[src/pixel_gamma_contrast_brightness_assert.svh]
// ----------------------------------------------------------------------------
// Assertion macros for the gamma / contrast / brightness pixel block
// Clocked on clk, disabled while rst_n is low. Define ASSERT_OFF to drop them.
// ----------------------------------------------------------------------------
`ifndef PIXEL_GAMMA_CONTRAST_BRIGHTNESS_ASSERT_SVH
`define PIXEL_GAMMA_CONTRAST_BRIGHTNESS_ASSERT_SVH
`ifndef ASSERT_OFF
// same-cycle implication
`define PGCB_ASSERT_IMPL(label, ante, cons, msg) \
  label: assert property (@(posedge clk) disable iff (!rst_n) (ante) |-> (cons)) else $error(msg);
// next-cycle implication
`define PGCB_ASSERT_NEXT(label, ante, cons, msg) \
  label: assert property (@(posedge clk) disable iff (!rst_n) (ante) |=> (cons)) else $error(msg);
`else
`define PGCB_ASSERT_IMPL(label, ante, cons, msg)
`define PGCB_ASSERT_NEXT(label, ante, cons, msg)
`endif
`endif

[src/pgcb_pkg.sv]
// ----------------------------------------------------------------------------
// pgcb_pkg
// Shared constants, types and elaboration-time table functions for the pixel adjuster.
// ----------------------------------------------------------------------------
package pgcb_pkg;

  localparam int PIXEL_BITS = 8;
  localparam int FRAC_BITS  = 12;
  localparam int PMAX       = (1 << PIXEL_BITS) - 1;
  localparam int NUM_CODES  = 1 << PIXEL_BITS;
  localparam int NUM_LANES  = 3;

  localparam int A_W       = 20;            // log2 term, Q16, at most 8.0
  localparam int EXP_STEPS = 16;            // exp2 fraction bits
  localparam int R_W       = 31;            // exp2 product, Q30 up to 1.0
  localparam int PW_W      = 17;            // power result, Q16 up to 1.0
  localparam int Y_W       = 35;            // adjusted value, signed Q28
  localparam int OUT_SHIFT = 16 + FRAC_BITS;
  localparam int DIV_STEPS = PIXEL_BITS;

  localparam int LANE_LAT  = EXP_STEPS + 4;
  localparam int MERGE_LAT = DIV_STEPS + 3;
  localparam int TOT_LAT   = LANE_LAT + MERGE_LAT;

  typedef enum logic [2:0] {
    CFG_CONTRAST = 3'd0,
    CFG_BRIGHT   = 3'd1,
    CFG_GAMMA    = 3'd2,
    CFG_LUMA     = 3'd3,
    CFG_THREE    = 3'd4
  } cfg_idx_t;

  typedef struct packed {
    logic        [15:0] contrast_gain;
    logic signed [13:0] brightness_offset;
    logic        [15:0] gamma_exponent;
  } adj_cfg_t;

  function automatic logic [63:0] isqrt64(input logic [63:0] v_in);
    logic [63:0] v;
    logic [63:0] r;
    logic [63:0] b;
    v = v_in;
    r = 64'd0;
    b = 64'd1 << 62;
    for (int i = 0; i < 32; i++) begin
      if (v >= r + b) begin
        v = v - (r + b);
        r = (r >> 1) + b;
      end else begin
        r = r >> 1;
      end
      b = b >> 2;
    end
    return r;
  endfunction

  // Q30 constant 2^(-2^-k)
  function automatic logic [63:0] exp_const(input int k);
    logic [63:0] d;
    d = isqrt64(64'd1 << 59);
    for (int i = 1; i < k; i++) begin
      d = isqrt64(d << 30);
    end
    return d;
  endfunction

  // -log2(n) in Q16 for byte code x (n = x / PMAX in Q16)
  function automatic logic [63:0] log_term(input int x);
    logic [63:0] n;
    logic [63:0] m;
    logic [63:0] frac;
    int          e;
    n = (64'(x) * 64'd65536 + 64'(PMAX / 2)) / 64'(PMAX);
    if (n == 64'd0 || n >= 64'd65536) return 64'd0;
    e = 0;
    for (int j = 0; j < 15; j++) begin
      if ((n >> (e + 1)) != 64'd0) e = e + 1;
    end
    m = n << (30 - e);
    frac = 64'd0;
    for (int i = 0; i < 16; i++) begin
      m = (m * m) >> 30;
      if (m >= (64'd1 << 31)) begin
        m = m >> 1;
        frac = frac | (64'd1 << (15 - i));
      end
    end
    return (64'(16 - e) << 16) - frac;
  endfunction

endpackage

[src/pgcb_merge.sv]
// ----------------------------------------------------------------------------
// pgcb_merge
// Combines the lane results: byte conversion, or in luma mode rescaling of
// each channel by V'/V through a pipelined restoring divider.
// ----------------------------------------------------------------------------
module pgcb_merge (
  input  logic                                              clk,
  input  logic                                              en,
  input  logic                                              luma,
  input  logic                                              grey,
  input  logic [pgcb_pkg::NUM_LANES-1:0][pgcb_pkg::Y_W-1:0]        y,
  input  logic [pgcb_pkg::NUM_LANES-1:0][pgcb_pkg::PIXEL_BITS-1:0] c,
  output logic [pgcb_pkg::NUM_LANES-1:0][pgcb_pkg::PIXEL_BITS-1:0] res
);
  import pgcb_pkg::*;

  localparam int PB   = PIXEL_BITS;
  localparam int P_W  = PB + Y_W - 1;
  localparam int N_W  = P_W + PB + 1;
  localparam int M_W  = N_W - OUT_SHIFT;
  localparam int RM_W = 2 * PB;

  function automatic logic [PB-1:0] to_byte(input logic [Y_W-1:0] v_in);
    logic [Y_W+PB:0] t;
    if ($signed(v_in) <= 0) return '0;
    t = ((Y_W+PB+1)'(v_in) << PB) - (Y_W+PB+1)'(v_in)
      + ((Y_W+PB+1)'(1) << (OUT_SHIFT - 1));
    t = t >> OUT_SHIFT;
    return (t > (Y_W+PB+1)'(PMAX)) ? PB'(PMAX) : t[PB-1:0];
  endfunction

  logic [PB-1:0] vmax;
  logic [PB-1:0] tb [NUM_LANES];
  logic          y0_pos;

  // stage 1
  logic [NUM_LANES-1:0][PB-1:0]  byte1_r;
  logic [NUM_LANES-1:0][P_W-1:0] p_r;
  logic                          div1_r;
  logic [PB-1:0]                 v1_r;
  // stage 2
  logic [NUM_LANES-1:0][PB-1:0]  byte2_r;
  logic [NUM_LANES-1:0][M_W-1:0] m_r;
  logic                          div2_r;
  logic [PB-1:0]                 v2_r;
  logic [N_W-1:0]                nsum [NUM_LANES];
  // divider stages, index 0 is the overflow check
  logic [NUM_LANES-1:0][PB-1:0]   dbyte_r [DIV_STEPS+1];
  logic [NUM_LANES-1:0][RM_W-1:0] rem_r   [DIV_STEPS+1];
  logic [NUM_LANES-1:0][PB-1:0]   q_r     [DIV_STEPS+1];
  logic [NUM_LANES-1:0]           ovf_r   [DIV_STEPS+1];
  logic                           ddiv_r  [DIV_STEPS+1];
  logic [PB-1:0]                  dv_r    [DIV_STEPS+1];

  always_comb begin
    vmax = c[0];
    if (c[1] > vmax) vmax = c[1];
    if (c[2] > vmax) vmax = c[2];
    for (int i = 0; i < NUM_LANES; i++) tb[i] = to_byte(y[i]);
    y0_pos = $signed(y[0]) > 0;
    for (int i = 0; i < NUM_LANES; i++) begin
      nsum[i] = (N_W'(p_r[i]) << PB) - N_W'(p_r[i]) + (N_W'(v1_r) << (OUT_SHIFT - 1));
    end
  end

  always_ff @(posedge clk) begin
    if (en) begin
      // stage 1: byte conversion, numerator product
      for (int i = 0; i < NUM_LANES; i++) begin
        if (grey) byte1_r[i] <= (i == 0) ? tb[0] : '0;
        else if (luma) byte1_r[i] <= tb[0];
        else byte1_r[i] <= tb[i];
        p_r[i] <= P_W'(c[i]) * P_W'(y[0][Y_W-2:0]);
      end
      div1_r <= luma && !grey && y0_pos && (vmax != '0);
      v1_r   <= vmax;

      // stage 2: scale by PMAX, add half divisor, drop the fraction
      for (int i = 0; i < NUM_LANES; i++) begin
        m_r[i] <= nsum[i][N_W-1:OUT_SHIFT];
      end
      byte2_r <= byte1_r;
      div2_r  <= div1_r;
      v2_r    <= v1_r;

      // stage 3: saturation check
      for (int i = 0; i < NUM_LANES; i++) begin
        ovf_r[0][i] <= m_r[i] >= M_W'({v2_r, PB'(0)});
        rem_r[0][i] <= m_r[i][RM_W-1:0];
      end
      q_r[0]     <= '0;
      dbyte_r[0] <= byte2_r;
      ddiv_r[0]  <= div2_r;
      dv_r[0]    <= v2_r;

      // one quotient bit per stage, most significant first
      for (int s = 1; s <= DIV_STEPS; s++) begin
        for (int i = 0; i < NUM_LANES; i++) begin
          if (rem_r[s-1][i] >= (RM_W'(dv_r[s-1]) << (DIV_STEPS - s))) begin
            rem_r[s][i] <= rem_r[s-1][i] - (RM_W'(dv_r[s-1]) << (DIV_STEPS - s));
            q_r[s][i]   <= q_r[s-1][i] | (PB'(1) << (DIV_STEPS - s));
          end else begin
            rem_r[s][i] <= rem_r[s-1][i];
            q_r[s][i]   <= q_r[s-1][i];
          end
          ovf_r[s][i] <= ovf_r[s-1][i];
        end
        dbyte_r[s] <= dbyte_r[s-1];
        ddiv_r[s]  <= ddiv_r[s-1];
        dv_r[s]    <= dv_r[s-1];
      end
    end
  end

  always_comb begin
    for (int i = 0; i < NUM_LANES; i++) begin
      if (!ddiv_r[DIV_STEPS]) res[i] = dbyte_r[DIV_STEPS][i];
      else if (ovf_r[DIV_STEPS][i]) res[i] = PB'(PMAX);
      else res[i] = q_r[DIV_STEPS][i];
    end
  end

endmodule
[config.mk]
export PLATFORM = sky130hd
export DESIGN_NAME = pgcb_merge
export DESIGN_NICKNAME = d
export VERILOG_FILES = /design/src/pixel_gamma_contrast_brightness_assert.svh /design/src/pgcb_pkg.sv /design/src/pgcb_merge.sv
export SDC_FILE = /design/constraint.sdc
export NUM_CORES = 2
export LEC_CHECK = 0
export BUFFER_PORTS_ARGS = -buffer_cell sky130_fd_sc_hd__buf_2
export CAP_MARGIN = 15
export CORE_MARGIN = 2
export CORE_UTILIZATION = 40
export DETAILED_ROUTE_END_ITERATION = 10
export GPL_TIMING_DRIVEN = 0
export HOLD_SLACK_MARGIN = 0.03
export PLACE_DENSITY = 0.58
export SETUP_SLACK_MARGIN = 0.3
export SYNTH_ARGS = -nofsm -noshare
export SYNTH_HDL_FRONTEND = slang
export SYNTH_SLANG_ARGS = --single-unit
[constraint.sdc]
create_clock -name clk -period 14.6 [get_ports clk]
set_input_delay 0.73 -clock clk [delete_from_list [all_inputs] [get_ports clk]]
set_output_delay 0.73 -clock clk [all_outputs]
set_load 0.01 [all_outputs]
; ---- Word level (Yosys, flattened, before mapping)
; Memory sizes are Yosys's and may differ from the RTL's.
; Cells that the tools add are included.
[word_totals]
ff_bits = 261
latch_bits = 0
ramBits = 972
romBits = 0
input_bits = 133
n_memories = 6
[memory_table]
columns = memory, depth, width, rd, rd_clocked_by_memory_dff, write_ports, line_no
row1 = rem_r, 9, 48, 8, 0, 9, pgcb_merge.sv:49  ; logic [NUM_LANES-1:0][RM_W-1:0] rem_r [DIV_STEPS+1];
row2 = dbyte_r, 9, 24, 9, 0, 9, pgcb_merge.sv:48  ; logic [NUM_LANES-1:0][PB-1:0] dbyte_r [DIV_STEPS+1];
row3 = q_r, 9, 24, 9, 0, 9, pgcb_merge.sv:50  ; logic [NUM_LANES-1:0][PB-1:0] q_r [DIV_STEPS+1];
row4 = dv_r, 9, 8, 8, 0, 9, pgcb_merge.sv:53  ; logic [PB-1:0] dv_r [DIV_STEPS+1];
row5 = ovf_r, 9, 3, 9, 0, 9, pgcb_merge.sv:51  ; logic [NUM_LANES-1:0] ovf_r [DIV_STEPS+1];
row6 = ddiv_r, 9, 1, 9, 0, 9, pgcb_merge.sv:52  ; logic ddiv_r [DIV_STEPS+1];
[classes]
addsub = 36
mul = 3
n_div = 0
order_cmp = 36
eq_ne = 0
n_shift = 0
mux = 216
n_bitwise = 48
n_reduce_logical = 5
[op_table]
columns = op, n
row1 = 16-bit two-way mux, 24
row2 = 8-bit two-way mux, 43
row3 = 51-bit by 35-bit adder with 51-bit output, 3
row4 = 50-bit by 42-bit subtractor with 51-bit output, 3
row5 = 1-bit two-way mux, 149
row6 = 44-bit by 28-bit adder with 44-bit output (second input constant), 3
row7 = 43-bit by 35-bit subtractor with 44-bit output, 3
row8 = 8-bit by 34-bit multiplier with 42-bit output, 3
row9 = 35-bit by 1-bit <= comparator with 1-bit output (second input constant), 3
row10 = 23-bit by 16-bit >= comparator with 1-bit output, 3
row11 = 16-bit by 10-bit >= comparator with 1-bit output, 3
row12 = 16-bit by 11-bit >= comparator with 1-bit output, 3
row13 = 16-bit by 12-bit >= comparator with 1-bit output, 3
row14 = 16-bit by 13-bit >= comparator with 1-bit output, 3
row15 = 16-bit by 14-bit >= comparator with 1-bit output, 3
row16 = 16-bit by 15-bit >= comparator with 1-bit output, 3
row17 = 16-bit by 8-bit >= comparator with 1-bit output, 3
row18 = 16-bit by 9-bit >= comparator with 1-bit output, 3
row19 = 16-bit by 8-bit > comparator with 1-bit output (second input constant), 3
row20 = 1-bit OR, 48
row21 = 16-bit by 10-bit subtractor with 16-bit output, 3
row22 = 16-bit by 11-bit subtractor with 16-bit output, 3
row23 = 16-bit by 12-bit subtractor with 16-bit output, 3
row24 = 16-bit by 13-bit subtractor with 16-bit output, 3
row25 = other kinds (9), 20

; ---- Depth between registers and ports, before layout
[logic_depth]
ltp_word = 6
depth_mapped = 25
mapped_depth_nobuf = 22

; ---- Worst setup path after synthesis
; OpenSTA, ideal clock, no wires.
[synth_timing]
kind = input to register
startpoint = input c[2] (netlist bit)
endpoint = register p_r[40] (netlist bit) (data pin)
setup_ps = 262
t_arrival_ps = 5724
required_time_ps = 14338
path_slack_ps = 8614
path_stages = 21
cell_sequence = inv_1 > buf_1 > nor2_1 > fa_1 > fa_1 > fa_1 > inv_1 > fa_1 > inv_1 > ha_1 > a21o_1 > a21o_1 > a21oi_1 > o221ai_1 > a2111oi_0 > nor4_1 > o31ai_1 > o211ai_1 > o21a_1 > a211oi_1 > xnor2_1
[synth_between]
elab_chain_cells = 1
[synth_rtl]
columns = item, line_no
row1 = start: declaration, pgcb_merge.sv:12  ; input logic [pgcb_pkg::NUM_LANES-1:0][pgcb_pkg::PIXEL_BITS-1:0] c,
row2 = 8-bit by 34-bit multiplier with 42-bit output, pgcb_merge.sv:73  ; p_r[i] <= P_W'(c[i]) * P_W'(y[0][Y_W-2:0]);
row3 = end signal: indexed assignment, pgcb_merge.sv:73
row4 = end: declaration, pgcb_merge.sv:38  ; logic [NUM_LANES-1:0][P_W-1:0] p_r;
; Every way passes these cells.
; A chain may end at the register's enable or synchronous reset.

; ---- Worst setup path after layout
[layout_timing]
startpoint = input y[3] (netlist bit)
endpoint = register p_r[80] (netlist bit) (data pin)
[layout_between]
elab_chain_cells = 1
[layout_rtl]
columns = item, line_no
row1 = start: declaration, pgcb_merge.sv:11  ; input logic [pgcb_pkg::NUM_LANES-1:0][pgcb_pkg::Y_W-1:0] y,
row2 = 8-bit by 34-bit multiplier with 42-bit output, pgcb_merge.sv:73
; Every way passes these cells.

==> flow_summary.json <==
{
  "post_cts_hold_buffer_count": 0,
  "postCtsResizedCells": 0,
  "antenna_found_initial": 8,
  "synth.cell_area_um2": 80440,
  "core_area_um2": 199900,
  "totalWireLength_mm": 208.0,
  "final_core_util": 0.4434,
  "postCtsSetupRepairBufs": 0,
  "worstHoldPathType": "flop to flop",
  "power.share.sequential": 0.306,
  "unrepaired_setup_endpoints_after_global_routing": "false",
  "comb_power_share": 0.527,
  "cp-end-kind": "flop",
  "routabilityCongestion": 0.9464,
  "peakVddDrop_mv": 0.1509,
  "clock_power_frac": 0.167,
  "via_per_inst": 5.213,
  "cellPowerDensity_nw_per_um2": 192.0,
  "synthesis.yosys.warnings": 0,
  "boundaryPins": 157,
  "timing.critical_path.arrival_ns": 7.65,
  "multi_input_area_um2": 43910,
  "clock.fmax_mhz": 138.9,
  "clk_latency_ns": 0.78,
  "filler_cell_count": 18650,
  "cp_max_fo": 10,
  "power_switching_share": 0.4028,
  "wl_per_cell_um": 20.08,
  "clock_tree_from_tritoncts": "yes",
  "maxSlewHeadroom": 0.1919,
  "antenna_violating_nets_post_route": 0,
  "grt_pass1_wl_mm": 320.5,
  "total_number_of_h_tree_levels": 3,
  "report.final.setup_viol": 0,
  "clock_sink_count": 1069,
  "fp-row-count": 164,
  "synth.yosys.seq_area_share": 0.3991,
  "post_synth_edffs": 1069,
  "layout_cells_sized_above_1": 0.05001,
  "port-buffer-count": 156,
  "ys.flop_type": "edfxtp_1",
  "synth_to_layout_area_growth_pct": 10.17,
  "synth_cells": 7318,
  "clock_path_buffers": 3,
  "finalMaxSlewViolations": 0,
  "dpl.hpwl_mm": 169.3,
  "drt_first_iter_violations": 3554,
  "synthDistinctLibCells": 74,
  "globalRouteOverflowTotal": 0,
  "nNetsFinal": 9170,
  "cap_violations": 0,
  "cellInternalPower_w": 0.01016,
  "hold_path_startpoint": "dbyte_r[0][122]",
  "ff_latch_area_um2": 32100,
  "fin_ws_ns": 7.402,
  "post-route-min-period_ns": 7.198,
  "crit_start": "y[3]",
  "crit-reg2reg-launch": "p_r[61]",
  "ys_seq_elements": 1069,
  "die_area_um2": 204700,
  "vias_in_the_first_global_route": 55915,
  "die_width_um": 452.4,
  "timing.reg2reg.setup_slack_ns": 10.20,
  "post_route_fraction_of_the_period_consumed_by_the_critical_path": 0.4930,
  "dp_worst_setup_slack_ns": 6.787,
  "dieHeight_um": 452.4,
  "report.power.total_w": 0.01702,
  "overall_routing_resource_usage": 0.2027,
  "timing_worst_setup_path_type": "input pin to flop",
  "synth_async_sr_flop_share": 0,
  "worstSetupStartpointType": "input pin",
  "syn-mean-instance-area_um2": 10.99,
  "floorplan.initialDensity": 0.4025,
  "timing.critical_path.required_ns": 15.05,
  "drt-pass1-iter-count": 8,
  "clock_root_buffer": "clkbuf_16",
  "switching_power_w": 0.006855,
  "num_vias": 54003,
  "timing.final.hold_violations": 0,
  "clk_pin_slew_ns": 0.06,
  "fin_worst_skew_ns": 0.08919,
  "static_leakage_power_nw": 38.35,
  "maximum_number_of_pins_on_one_net_before_global_route_repair": 136,
  "drcViolationCount": 0,
  "slew_at_the_pin_closest_to_its_max_slew_limit_ns": 1.212,
  "outcome": "finished clean",
  "num_cts_buffers": 111,
  "mappedNetlistNets": 8883
}
flip-flops by register name, indices dropped and copies added, names as in the netlist, 24 cells and up:
register,cells
q_r,108
rem_r,384
p_r,126
dbyte_r,216
dv_r,64
byte1_r,24
m_r,69
ovf_r,27
byte2_r,24
cell usage in the layout (no fill, tap or decap), types with 54 or more instances in the layout:
cell type / instances
edfxtp_1: 1069
inv_1: 963
ha_1: 811
nor2_1: 658
fa_1: 621
nand2_1: 375
a21oi_1: 371
and2_1: 361
o21ai_0: 257
xnor2_1: 246
a21o_1: 214
clkbuf_1: 196
buf_2: 158
xor2_1: 114
clkbuf_16: 111
nor3_1: 105
nand2b_1: 99
nor2b_1: 83
nor4_1: 72
nand4_1: 70
nand3_1: 67
o21a_1: 54
power groups by stage:
stage	logic [W]	registers, W	clock network, W
floorplan	0.00673	0.00505	0
global placement	0.00871	0.00530	0
detailed placement	0.00887	0.00528	0
CTS	0.00894	0.00522	0.00292
global route	0.0101	0.00530	0.00303
finish	0.00897	0.00522	0.00283
through the flow:
| stage | instances | cell area, um2 | hold WS, ns | TNS (ns) |
|---|---|---|---|---|
| floorplan | 7318 | 80440 | 0.4003 | 0 |
| global placement | 10130 | 84540 | 0.4008 | -1.753 |
| detailed placement | 10144 | 84810 | 0.4045 | 0 |
| CTS | 10350 | 88540 | 0.3399 | 0 |
| global route | 10354 | 88600 | 0.3430 | 0 |
| finish | 10360 | 88610 | 0.3526 | 0 |
synthesized netlist by cell type (9+ instances only):
| cell | count | share of area |
|---|---|---|
| edfxtp_1 | 1069 | 0.40 |
| inv_1 | 963 | 0.045 |
| ha_1 | 811 | 0.13 |
| nor2_1 | 658 | 0.031 |
| fa_1 | 621 | 0.15 |
| nand2_1 | 375 | 0.017 |
| a21oi_1 | 371 | 0.023 |
| and2_1 | 361 | 0.028 |
| o21ai_0 | 257 | 0.016 |
| xnor2_1 | 246 | 0.027 |
| a21o_1 | 214 | 0.020 |
| clkbuf_1 | 178 | 0.0083 |
| xor2_1 | 114 | 0.012 |
| nor3_1 | 105 | 0.0065 |
| nand2b_1 | 99 | 0.0077 |
| nor2b_1 | 83 | 0.0065 |
| nor4_1 | 73 | 0.0057 |
| nand4_1 | 70 | 0.0054 |
| nand3_1 | 67 | 0.0042 |
| o21a_1 | 54 | 0.0050 |
| o21bai_1 | 33 | 0.0031 |
| buf_1 | 27 | 0.0013 |
| o31ai_1 | 26 | 0.0024 |
| a21boi_0 | 25 | 0.0023 |
| a31oi_1 | 25 | 0.0019 |
| and3_1 | 25 | 0.0019 |
| mux2i_1 | 25 | 0.0031 |
| o22a_1 | 24 | 0.0026 |
| nand4b_1 | 20 | 0.0022 |
| o211ai_1 | 20 | 0.0019 |
| a211oi_1 | 18 | 0.0017 |
| clkinv_1 | 17 | 0.00079 |
| a2111oi_0 | 14 | 0.0015 |
| or3_1 | 14 | 0.0011 |
| and4_1 | 13 | 0.0014 |
| mux2_2 | 13 | 0.0018 |
| or4_1 | 13 | 0.0012 |
| a221o_1 | 12 | 0.0015 |
| a221oi_1 | 12 | 0.0013 |
| or2_2 | 11 | 0.00086 |
| nor4b_1 | 10 | 0.0011 |
| nand3b_1 | 9 | 0.00084 |
| o2111ai_1 | 9 | 0.00098 |
| or4b_2 | 9 | 0.0011 |
worst paths after layout:
kind / end / depth (start not counted)
setup / recovery: p_r[80] / 20
hold / removal: dbyte_r[0][146] / 0
hold reg to reg: dbyte_r[0][146] / 0
setup reg to reg: m_r[35] / 14
logic make-up after synthesis:
logic type	after synthesis	share of synthesized area
simple gates	2036	0.1263
fa+ha+maj	1432	0.2807
compound gates	1198	0.09448
buf+inv	1185	0.05530
flops	1069	0.3991
xor+xnor	360	0.03920
mux	38	0.004931
per-layer routing:
metal,vias to the layer above,GRT usage,routed length (um)
met5,-,0,39
met4,6,0.1036,12050
met3,438,0.02540,9680
met2,1431,0.3482,99900
met1,26379,0.2501,86340
li1,25749,-,-
area by class of cell:
class / instances / share of cell area
clock buffers: 129 / 0.03211
clock inverters: 77 / 0.009912
multi-input cells: 5064 / 0.4955
flip-flops and latches: 1069 / 0.3623
plain buffers: 205 / 0.008684
diodes: 6 / 0.0001694
well taps: 2656 / 0.03750
repair buffers: 174 / 0.01234
inverters: 980 / 0.04151
worst max-delay path, cell delays in order:
cell	delay [ns]
buf_2	0.21
clkbuf_1	0.89
nand2_1	0.40
fa_1	0.59
fa_1	0.56
inv_1	0.05
fa_1	0.47
inv_1	0.05
fa_1	0.47
inv_1	0.04
ha_1	0.20
a2111oi_0	0.68
o21bai_1	0.21
a41oi_1	0.53
o31ai_1	0.21
a21oi_1	0.58
o31ai_1	0.20
nor4_1	0.26
nor3_1	0.13
xor2_1	0.15
No activity file was read; power rests on OpenSTA's default activity.
